### src/hw/rtl/fgss_pkg.sv
// Shared types and constants of the Fibonacci-gap shell sorter.
// No dependencies; compile first.
package fgss_pkg;

  localparam int DATA_W           = 32;
  localparam int MAX_ELEMENTS_DEF = 64;

  typedef enum logic [2:0] {
    ST_LOAD,
    ST_FIB,
    ST_KEY_RD,
    ST_KEY_WAIT,
    ST_CMP,
    ST_PUT,
    ST_EMIT_RD,
    ST_EMIT_WAIT
  } fgss_state_t;

endpackage

### src/hw/rtl/fgss_in_if.sv
// Input channel of the sorter: one element word per handshake.
// Depends on fgss_pkg.
interface fgss_in_if;
  import fgss_pkg::*;

  logic                     valid;
  logic                     ready;
  logic signed [DATA_W-1:0] value;
  logic                     last;

  modport source (output valid, output value, output last, input ready);
  modport sink   (input valid, input value, input last, output ready);
endinterface

### src/hw/rtl/fgss_out_if.sv
// Result channel of the sorter: one sorted word per handshake.
// Depends on fgss_pkg.
interface fgss_out_if;
  import fgss_pkg::*;

  logic                     valid;
  logic                     ready;
  logic signed [DATA_W-1:0] sorted_value;
  logic                     end_of_set;
  logic                     dropped;

  modport source (output valid, output sorted_value, output end_of_set, output dropped,
                  input ready);
  modport sink   (input valid, input sorted_value, input end_of_set, input dropped,
                  output ready);
endinterface

### src/hw/rtl/fgss_ram.sv
// Generic single-write, single-read RAM with a registered read port.
// No dependencies.
module fgss_ram #(
  parameter int WIDTH = 32,
  parameter int DEPTH = 64
) (
  input  logic                     clk,
  input  logic                     we,
  input  logic [$clog2(DEPTH)-1:0] waddr,
  input  logic [WIDTH-1:0]         wdata,
  input  logic [$clog2(DEPTH)-1:0] raddr,
  output logic [WIDTH-1:0]         rdata
);

  logic [WIDTH-1:0] mem [DEPTH];

  always_ff @(posedge clk) begin
    if (we) begin
      mem[waddr] <= wdata;
    end
    rdata <= mem[raddr];
  end

endmodule

### src/hw/rtl/fibonacci_gap_shell_sorter_top.sv
// Fibonacci-gap shell sorter, top level. Depends on fgss_pkg, fgss_in_if, fgss_out_if, fgss_ram.
//
// The block collects signed 32-bit words into an internal RAM of MAX_ELEMENTS entries, one
// word per cycle, until a word marked last arrives (that word is kept too). Words that
// arrive once the RAM is full are discarded, and every result of that set then carries
// dropped = 1; a last word still closes the set when it is discarded. The set is then
// shell-sorted in place, ascending, with Fibonacci gaps: the largest Fibonacci number
// below the count first, then each earlier one down to 1. Each pass is a gapped insertion
// sort that holds the key in a register and shifts larger entries up by one gap. Then the
// sorted words leave on the result channel, end_of_set marking the final one, and the block
// goes back to loading. Finding the first gap climbs the Fibonacci sequence one term at a
// time until the next term would reach the count. Each insertion reads the key, waits for
// the RAM, then compares and shifts larger entries one at a time; a key that stops on a
// smaller entry is written in the compare state, one that lands at the bottom of its chain
// in a separate put state. A gap change, and closing the gap-1 pass, happen in the key-read
// state. Emission reads each result and then registers it, and waits while the result
// register is full and the sink is not ready. Everything is bound by the single RAM read
// port and its registered read. While the last result waits in the output register, the
// next set is already being loaded.
module fibonacci_gap_shell_sorter_top
  #(
  parameter int MAX_ELEMENTS = fgss_pkg::MAX_ELEMENTS_DEF
) (
  input  logic       clk,
  input  logic       rst_n,
  fgss_in_if.sink    in_word,
  fgss_out_if.source out_word
);
  import fgss_pkg::*;

  localparam int AW = $clog2(MAX_ELEMENTS);
  localparam int CW = $clog2(MAX_ELEMENTS + 1);

  // Control state
  fgss_state_t state_r, state_nxt;
  logic [CW-1:0] cnt_r, cnt_nxt;       // words held in the current set
  logic          ovf_r, ovf_nxt;       // a word of this set was discarded
  logic          out_valid_r, out_valid_nxt;

  // Sort bookkeeping; i_r doubles as the emit index
  logic [CW-1:0] i_r, i_nxt;
  logic [CW-1:0] loc_r, loc_nxt;
  logic [CW-1:0] gap_r, gap_nxt;
  logic [CW-1:0] before_r, before_nxt;
  logic [CW-1:0] x_r, x_nxt;
  logic [CW-1:0] y_r, y_nxt;
  logic signed [DATA_W-1:0] key_r, key_nxt;

  // Result register
  logic signed [DATA_W-1:0] out_value_r, out_value_nxt;
  logic                     out_end_r, out_end_nxt;
  logic                     out_drop_r, out_drop_nxt;

  // RAM port
  logic              ram_we;
  logic [AW-1:0]     ram_waddr;
  logic [DATA_W-1:0] ram_wdata;
  logic [AW-1:0]     ram_raddr;
  logic [DATA_W-1:0] ram_rdata;

  // Shared conditions
  logic          in_acc, out_acc, out_free;
  logic          room;
  logic [CW:0]   fib_sum;
  logic          fib_more;
  logic          pass_done;
  logic          greater;
  logic [CW-1:0] loc_gap, loc_gap2;
  logic          loc_gap_ge;
  logic [CW-1:0] i_inc;
  logic          emit_last;

  fgss_ram #(
    .WIDTH (DATA_W),
    .DEPTH (MAX_ELEMENTS)
  ) u_store (
    .clk   (clk),
    .we    (ram_we),
    .waddr (ram_waddr),
    .wdata (ram_wdata),
    .raddr (ram_raddr),
    .rdata (ram_rdata)
  );

  assign in_word.ready = (state_r == ST_LOAD);
  assign in_acc        = in_word.valid && in_word.ready;

  assign out_word.valid        = out_valid_r;
  assign out_word.sorted_value = out_value_r;
  assign out_word.end_of_set   = out_end_r;
  assign out_word.dropped      = out_drop_r;
  assign out_acc               = out_valid_r && out_word.ready;
  assign out_free              = !out_valid_r || out_word.ready;

  assign room       = (cnt_r < CW'(MAX_ELEMENTS));
  assign fib_sum    = {1'b0, x_r} + {1'b0, y_r};
  assign fib_more   = (fib_sum < {1'b0, cnt_r});
  assign pass_done  = (i_r >= cnt_r);
  assign greater    = ($signed(ram_rdata) > key_r);
  assign loc_gap    = loc_r - gap_r;
  assign loc_gap2   = loc_gap - gap_r;
  assign loc_gap_ge = (loc_gap >= gap_r);
  assign i_inc      = i_r + CW'(1);
  assign emit_last  = (i_inc == cnt_r);

  // Next state
  always_comb begin
    state_nxt = state_r;
    case (state_r)
      ST_LOAD: begin
        if (in_acc && in_word.last) begin
          state_nxt = ST_FIB;
        end
      end
      ST_FIB: begin
        if (!fib_more) begin
          state_nxt = (gap_r == '0) ? ST_EMIT_RD : ST_KEY_RD;
        end
      end
      ST_KEY_RD: begin
        if (!pass_done) begin
          state_nxt = ST_KEY_WAIT;
        end else if (gap_r == CW'(1)) begin
          state_nxt = ST_EMIT_RD;
        end
      end
      ST_KEY_WAIT: state_nxt = ST_CMP;
      ST_CMP: begin
        if (!greater) begin
          state_nxt = ST_KEY_RD;
        end else if (!loc_gap_ge) begin
          state_nxt = ST_PUT;
        end
      end
      ST_PUT: state_nxt = ST_KEY_RD;
      ST_EMIT_RD: begin
        if (out_free) begin
          state_nxt = ST_EMIT_WAIT;
        end
      end
      ST_EMIT_WAIT: state_nxt = emit_last ? ST_LOAD : ST_EMIT_RD;
      default: state_nxt = ST_LOAD;
    endcase
  end

  // Datapath and RAM control
  always_comb begin
    cnt_nxt       = cnt_r;
    ovf_nxt       = ovf_r;
    i_nxt         = i_r;
    loc_nxt       = loc_r;
    gap_nxt       = gap_r;
    before_nxt    = before_r;
    x_nxt         = x_r;
    y_nxt         = y_r;
    key_nxt       = key_r;
    out_value_nxt = out_value_r;
    out_end_nxt   = out_end_r;
    out_drop_nxt  = out_drop_r;
    out_valid_nxt = out_acc ? 1'b0 : out_valid_r;
    ram_we        = 1'b0;
    ram_waddr     = loc_r[AW-1:0];
    ram_wdata     = key_r;
    ram_raddr     = i_r[AW-1:0];

    case (state_r)
      ST_LOAD: begin
        // Store while there is room, else drop and flag
        if (in_acc) begin
          if (room) begin
            ram_we    = 1'b1;
            ram_waddr = cnt_r[AW-1:0];
            ram_wdata = in_word.value;
            cnt_nxt   = cnt_r + CW'(1);
          end else begin
            ovf_nxt = 1'b1;
          end
          x_nxt      = '0;
          y_nxt      = CW'(1);
          gap_nxt    = '0;
          before_nxt = '0;
          i_nxt      = '0;
        end
      end
      ST_FIB: begin
        // Climb the Fibonacci sequence to the largest term below the count
        if (fib_more) begin
          x_nxt      = y_r;
          y_nxt      = fib_sum[CW-1:0];
          gap_nxt    = fib_sum[CW-1:0];
          before_nxt = y_r;
        end else begin
          i_nxt = (gap_r == '0) ? '0 : gap_r;
        end
      end
      ST_KEY_RD: begin
        if (!pass_done) begin
          ram_raddr = i_r[AW-1:0];
          loc_nxt   = i_r;
        end else if (gap_r == CW'(1)) begin
          i_nxt = '0;
        end else begin
          // Step the gap back one Fibonacci term
          gap_nxt    = before_r;
          before_nxt = gap_r - before_r;
          i_nxt      = before_r;
        end
      end
      ST_KEY_WAIT: begin
        key_nxt   = ram_rdata;
        ram_raddr = loc_gap[AW-1:0];
      end
      ST_CMP: begin
        if (greater) begin
          // Shift the larger entry up one gap, keep walking down
          ram_we    = 1'b1;
          ram_waddr = loc_r[AW-1:0];
          ram_wdata = ram_rdata;
          loc_nxt   = loc_gap;
          ram_raddr = loc_gap2[AW-1:0];
        end else begin
          ram_we = 1'b1;
          i_nxt  = i_inc;
        end
      end
      ST_PUT: begin
        ram_we = 1'b1;
        i_nxt  = i_inc;
      end
      ST_EMIT_RD: begin
        ram_raddr = i_r[AW-1:0];
      end
      ST_EMIT_WAIT: begin
        out_valid_nxt = 1'b1;
        out_value_nxt = ram_rdata;
        out_end_nxt   = emit_last;
        out_drop_nxt  = ovf_r;
        if (emit_last) begin
          cnt_nxt = '0;
          ovf_nxt = 1'b0;
        end else begin
          i_nxt = i_inc;
        end
      end
      default: begin
        ram_we = 1'b0;
      end
    endcase
  end

  always_ff @(posedge clk) begin
    if (!rst_n) begin
      state_r     <= ST_LOAD;
      cnt_r       <= '0;
      ovf_r       <= 1'b0;
      out_valid_r <= 1'b0;
    end else begin
      state_r     <= state_nxt;
      cnt_r       <= cnt_nxt;
      ovf_r       <= ovf_nxt;
      out_valid_r <= out_valid_nxt;
    end
  end

  always_ff @(posedge clk) begin
    i_r         <= i_nxt;
    loc_r       <= loc_nxt;
    gap_r       <= gap_nxt;
    before_r    <= before_nxt;
    x_r         <= x_nxt;
    y_r         <= y_nxt;
    key_r       <= key_nxt;
    out_value_r <= out_value_nxt;
    out_end_r   <= out_end_nxt;
    out_drop_r  <= out_drop_nxt;
  end

endmodule
### src/flat_wrapper.sv
// flat-port wrapper written by rule: the top's interface ports become plain ports
module fibonacci_gap_shell_sorter_top_flat import fgss_pkg::*;
#(
  parameter int MAX_ELEMENTS = fgss_pkg::MAX_ELEMENTS_DEF
)
  (clk, rst_n, in_word_valid, in_word_value, in_word_last, in_word_ready, out_word_valid, out_word_sorted_value, out_word_end_of_set, out_word_dropped, out_word_ready);
  fgss_in_if in_word_i ();
  fgss_out_if out_word_i ();
  input  logic clk;
  input  logic rst_n;
  input wire logic [$bits(in_word_i.valid)-1:0] in_word_valid;
  input wire logic [$bits(in_word_i.value)-1:0] in_word_value;
  input wire logic [$bits(in_word_i.last)-1:0] in_word_last;
  output wire logic [$bits(in_word_i.ready)-1:0] in_word_ready;
  output wire logic [$bits(out_word_i.valid)-1:0] out_word_valid;
  output wire logic [$bits(out_word_i.sorted_value)-1:0] out_word_sorted_value;
  output wire logic [$bits(out_word_i.end_of_set)-1:0] out_word_end_of_set;
  output wire logic [$bits(out_word_i.dropped)-1:0] out_word_dropped;
  input wire logic [$bits(out_word_i.ready)-1:0] out_word_ready;
  assign in_word_i.valid = in_word_valid;
  assign in_word_i.value = in_word_value;
  assign in_word_i.last = in_word_last;
  assign in_word_ready = in_word_i.ready;
  assign out_word_valid = out_word_i.valid;
  assign out_word_sorted_value = out_word_i.sorted_value;
  assign out_word_end_of_set = out_word_i.end_of_set;
  assign out_word_dropped = out_word_i.dropped;
  assign out_word_i.ready = out_word_ready;
  fibonacci_gap_shell_sorter_top #(.MAX_ELEMENTS(MAX_ELEMENTS)) u_core (.clk(clk), .rst_n(rst_n), .in_word(in_word_i), .out_word(out_word_i));
endmodule
### config.mk
export PLATFORM = sky130hd
export DESIGN_NAME = fibonacci_gap_shell_sorter_top_flat
export DESIGN_NICKNAME = d
export VERILOG_FILES = /design/src/hw/rtl/fgss_pkg.sv /design/src/hw/rtl/fgss_in_if.sv /design/src/hw/rtl/fgss_out_if.sv /design/src/hw/rtl/fgss_ram.sv /design/src/hw/rtl/fibonacci_gap_shell_sorter_top.sv /design/src/flat_wrapper.sv
export SDC_FILE = /design/constraint.sdc
export NUM_CORES = 2
export LEC_CHECK = 0
export BUFFER_PORTS_ARGS = -buffer_cell sky130_fd_sc_hd__buf_2
export CELL_PAD_IN_SITES_DETAIL_PLACEMENT = 1
export CELL_PAD_IN_SITES_GLOBAL_PLACEMENT = 1
export CORE_UTILIZATION = 53
export DETAILED_ROUTE_END_ITERATION = 10
export PLACE_DENSITY = 0.86
export SYNTH_ARGS = -nofsm -noshare
export SYNTH_HDL_FRONTEND = slang
export SYNTH_SLANG_ARGS = --single-unit
### constraint.sdc
create_clock -name clk -period 7.4 [get_ports clk]
set_input_delay 2.22 -clock clk [delete_from_list [all_inputs] [get_ports clk]]
set_output_delay 2.22 -clock clk [all_outputs]
set_load 0.02 [all_outputs]
==> flow_metrics.tcl <==
set metrics [dict create \
    htreeDepth 4 \
    vias 64500 \
    finalCritPeriodShare_pct 88.7 \
    cp.required_ns 8.20 \
    synth_ff_type "edfxtp_1" \
    synth-seq-area-share_pct 74.0 \
    cpMostUsedCell "inv_1" \
    syn-cell-area_mm2 0.0887 \
    grtUsageMet2_pct 60.4 \
    tightestPinTransition_ns 1.46 \
    final_area_mm2 0.100 \
    initial_core_util_pct 53.6 \
    die_h_um 411 \
    cp-start-kind "flip-flop" \
    totalPowerFinal_mw 41.6 \
    yosysWarnings 0 \
    vdd_ir_drop_max_v 0.000292 \
    cts_tree "built" \
    hold_depth 0 \
    die-area_mm2 0.169 \
    setup_viol 0 \
    dr.pass1.iters 10 \
    synth_top_cell_by_area "edfxtp_1" \
    hold_slack_ns 0.491 \
    syn-num-nets 6758 \
    ys_types 90 \
    ctsLongestPathBuffers 3 \
    grt_pass1_wl_mm 470 \
    hold_viol 0 \
    cts.clk_slew.worst_paths_ns 0.07 \
    r2r-start "u_core.loc_r[0]$_DFFE_PP_" \
    fin_ws_ns 0.837 \
    cp_cell_sequence "inv_1 -> ha_1 -> inv_1 -> fa_1 -> xnor2_1 -> inv_1 -> ha_1 -> o21ai_0 -> a21boi_0 -> o21ai_0 -> nand2_1 -> xnor2_1 -> o31ai_1 -> nand3_1 -> nor2_4 -> buf_4 -> nand3_1 -> nand4_1 -> or3_1" \
    cap_violations 0 \
    drt-initial-drc-count 10900 \
    final_nets 6861 \
    finalCriticalPeriod_ns 6.56 \
    clock_sinks 2200 \
    clk_latency_ns 0.87 \
    drtAntennaViolNets 0 \
    met3_usage_pct 13.1 \
    grt_pass1_vias 66500 \
    async_flop_share_pct 0 \
    post_cts_buffers 0 \
    synth_top_cell_area_share_pct 73.0 \
    max_stage_delay_ns 1.01 \
    crit_fanout 18 \
    top_usage_layer "met2" \
    rsz0062_at_grt "false" \
    root_buffer "clkbuf_16" \
    final_core_util_pct 60.4 \
    powerDensity_mw_per_mm2 416 \
    slew_violations 0 \
    numCtsBuffers 218 \
    cts_resized 0 \
    finalSetupTns_ns 0 \
    wl_mm 333 \
    io_buffers 72 \
    track_usage_pct 38.9 \
    final_layout_size_suffix_gt1_share_pct 10.6 \
    grt_max_degree 145 \
    status "finished clean" \
    end_kind "flip-flop" \
    post_dp_cell_area_mm2 0.0925 \
    hpwl_mm 189 \
    netlist_instances 6644 \
    pre_cts_ws_ns 1.02 \
    finClkSkew_ns 0.0524 \
    die_width_um 411 \
    core_mm2 0.166 \
    synth_area_leaders "edfxtp_1, nand2_1, nand3_1" \
    antenna_found_initial 35 \
    instances_no_fill 9141 \
    use_met1_pct 46.3 \
    overflow 0 \
    hold_path_class "flip-flop to flip-flop" \
    syn2layout_area_growth_pct 12.7 \
    cp_slowest_cell "nor2_4" \
    reg2reg_depth 19 \
    crit_path_start "u_core.loc_r[0]$_DFFE_PP_" \
    synth-edff-count 2156 \
    gp_congestion 0.940 \
    criticalPathCategory "flip-flop to flip-flop" \
    drc 0 \
    via_per_inst 7.06 \
    fp-row-count 149 \
    io_pins 73 \
    rrSetupSlack_ns 0.84 \
    timing.slew.headroom_pct 2.19 \
    critPathArrivalTime_ns 7.37 \
    endpoint "u_core.u_store.rdata[24]$_DFF_P_" \
    cts_hold_buffers 0 \
    synth-seq-cells 2200 \
    p_leak_nw 34.4 \
    r2r-end "u_core.u_store.rdata[24]$_DFF_P_" \
    placedCellCount 8714 \
    wl_per_cell_um 36.4 \
    syn-mean-instance-area_um2 13.4 \
    max_freq_mhz 152 \
]
how the worst min path moves through the flow:
| stage | end | startpoint |
|---|---|---|
| final | u_core.out_word.dropped$_DFFE_PP_ | u_core.ovf_r$_SDFFE_PN0P_ |
| after global routing | u_core.out_word.dropped$_DFFE_PP_ | u_core.ovf_r$_SDFFE_PN0P_ |
| after CTS | u_core.out_word.dropped$_DFFE_PP_ | u_core.ovf_r$_SDFFE_PN0P_ |
| after detailed placement | u_core.out_word.dropped$_DFFE_PP_ | u_core.ovf_r$_SDFFE_PN0P_ |
| after global placement | u_core.out_word.dropped$_DFFE_PP_ | u_core.ovf_r$_SDFFE_PN0P_ |
| after floorplan | u_core.out_word.dropped$_DFFE_PP_ | u_core.ovf_r$_SDFFE_PN0P_ |
logic make-up (layout without fill, tap and decap cells):
family | after synthesis | in the layout | synth area share (%)
and+or+nand+nor | 3051 | 3051 | 15.1
DFF | 2200 | 2200 | 74.0
AOI/OAI and AO/OA | 657 | 657 | 5.34
buffers and inverters | 489 | 786 | 2.62
muxes | 135 | 135 | 1.55
adders and majority gates | 77 | 77 | 1.12
xor gates and xnor gates | 35 | 35 | 0.345
other | 0 | 11 | 0
area by class of cell:
type | instances | area, µm²
diodes | 11 | 27.5
clock inverters | 147 | 1660
fillers | 15500 | 65600
inverters | 95 | 357
well taps | 2189 | 2740
repair buffers | 277 | 2300
flip-flops and latches | 2200 | 65600
multi-input cells | 3955 | 21500
clock buffers | 267 | 5760
synthesized netlist by cell type (20+ instances only):
library cell / n
xnor2_1: 24
dfxtp_1: 44
nand3_1: 751
mux2i_1: 127
a221oi_1: 24
a31oi_1: 46
a222oi_1: 20
nor2_1: 109
edfxtp_1: 2156
o2111ai_1: 27
a21oi_1: 183
o21ai_0: 63
or3_1: 25
nand4_1: 129
ha_1: 73
buf_2: 189
a32oi_1: 173
and3_1: 61
nand2_1: 1862
buf_1: 44
inv_1: 93
buf_4: 52
clkbuf_1: 101
placed cells by master (no fill, tap or decap), drive strengths merged, types with 27 or more instances in the layout:
cell	Yosys	routed
a31oi	46	46
clkbuf	101	267
bufinv	0	29
o21ai	71	71
nand3	752	752
clkinv	1	105
dfxtp	44	44
and3	61	61
o2111ai	27	27
nor2	112	112
nand2	1862	1862
a32oi	173	173
mux2i	129	129
buf	293	277
nand4	131	131
ha	73	73
edfxtp	2156	2156
a21oi	187	187
inv	94	100
flip-flops by register name, indices dropped and copies added (netlist names):
name,cells
u_core.before_r,7
u_core.cnt_r,7
u_core.gap_r,7
u_core.i_r,7
u_core.key_r,32
u_core.loc_r,7
u_core.out_word.dropped,1
u_core.out_word.end_of_set,1
u_core.out_word.sorted_value,32
u_core.out_word.valid,1
u_core.ovf_r,1
u_core.state_r,3
u_core.u_store.mem,2048
u_core.u_store.rdata,32
u_core.x_r,7
u_core.y_r,7
worst max-delay path: cells and delay by family (launching register included):
| kind | cells | cell delay [ns] |
|---|---|---|
| AOI/OAI and AO/OA | 4 | 1.01 |
| xor gates and xnor gates | 2 | 0.67 |
| and+or+nand+nor | 6 | 2.60 |
| adders and majority gates | 3 | 0.98 |
| DFF | 1 | 0.52 |
| buffers and inverters | 4 | 0.74 |
per-layer routing:
metal,vias to the layer above,share of wire (%),routed length (µm)
met4,48,7.8,26000
met1,31900,33,109000
met5,-,0.098,325
met2,5963,45,151000
met3,1715,14,46600
li1,24900,-,-
power breakdown:
group | switching, mW | internal (mW) | total [mW] | leakage (nW)
Sequential | 0.497 | 15.3 | 15.8 | 19.9
Clock | 5.16 | 6.58 | 11.7 | 3.60
Combinational | 10.7 | 3.31 | 14.0 | 10.9
Note: power is estimated with default switching activity, not from simulation.
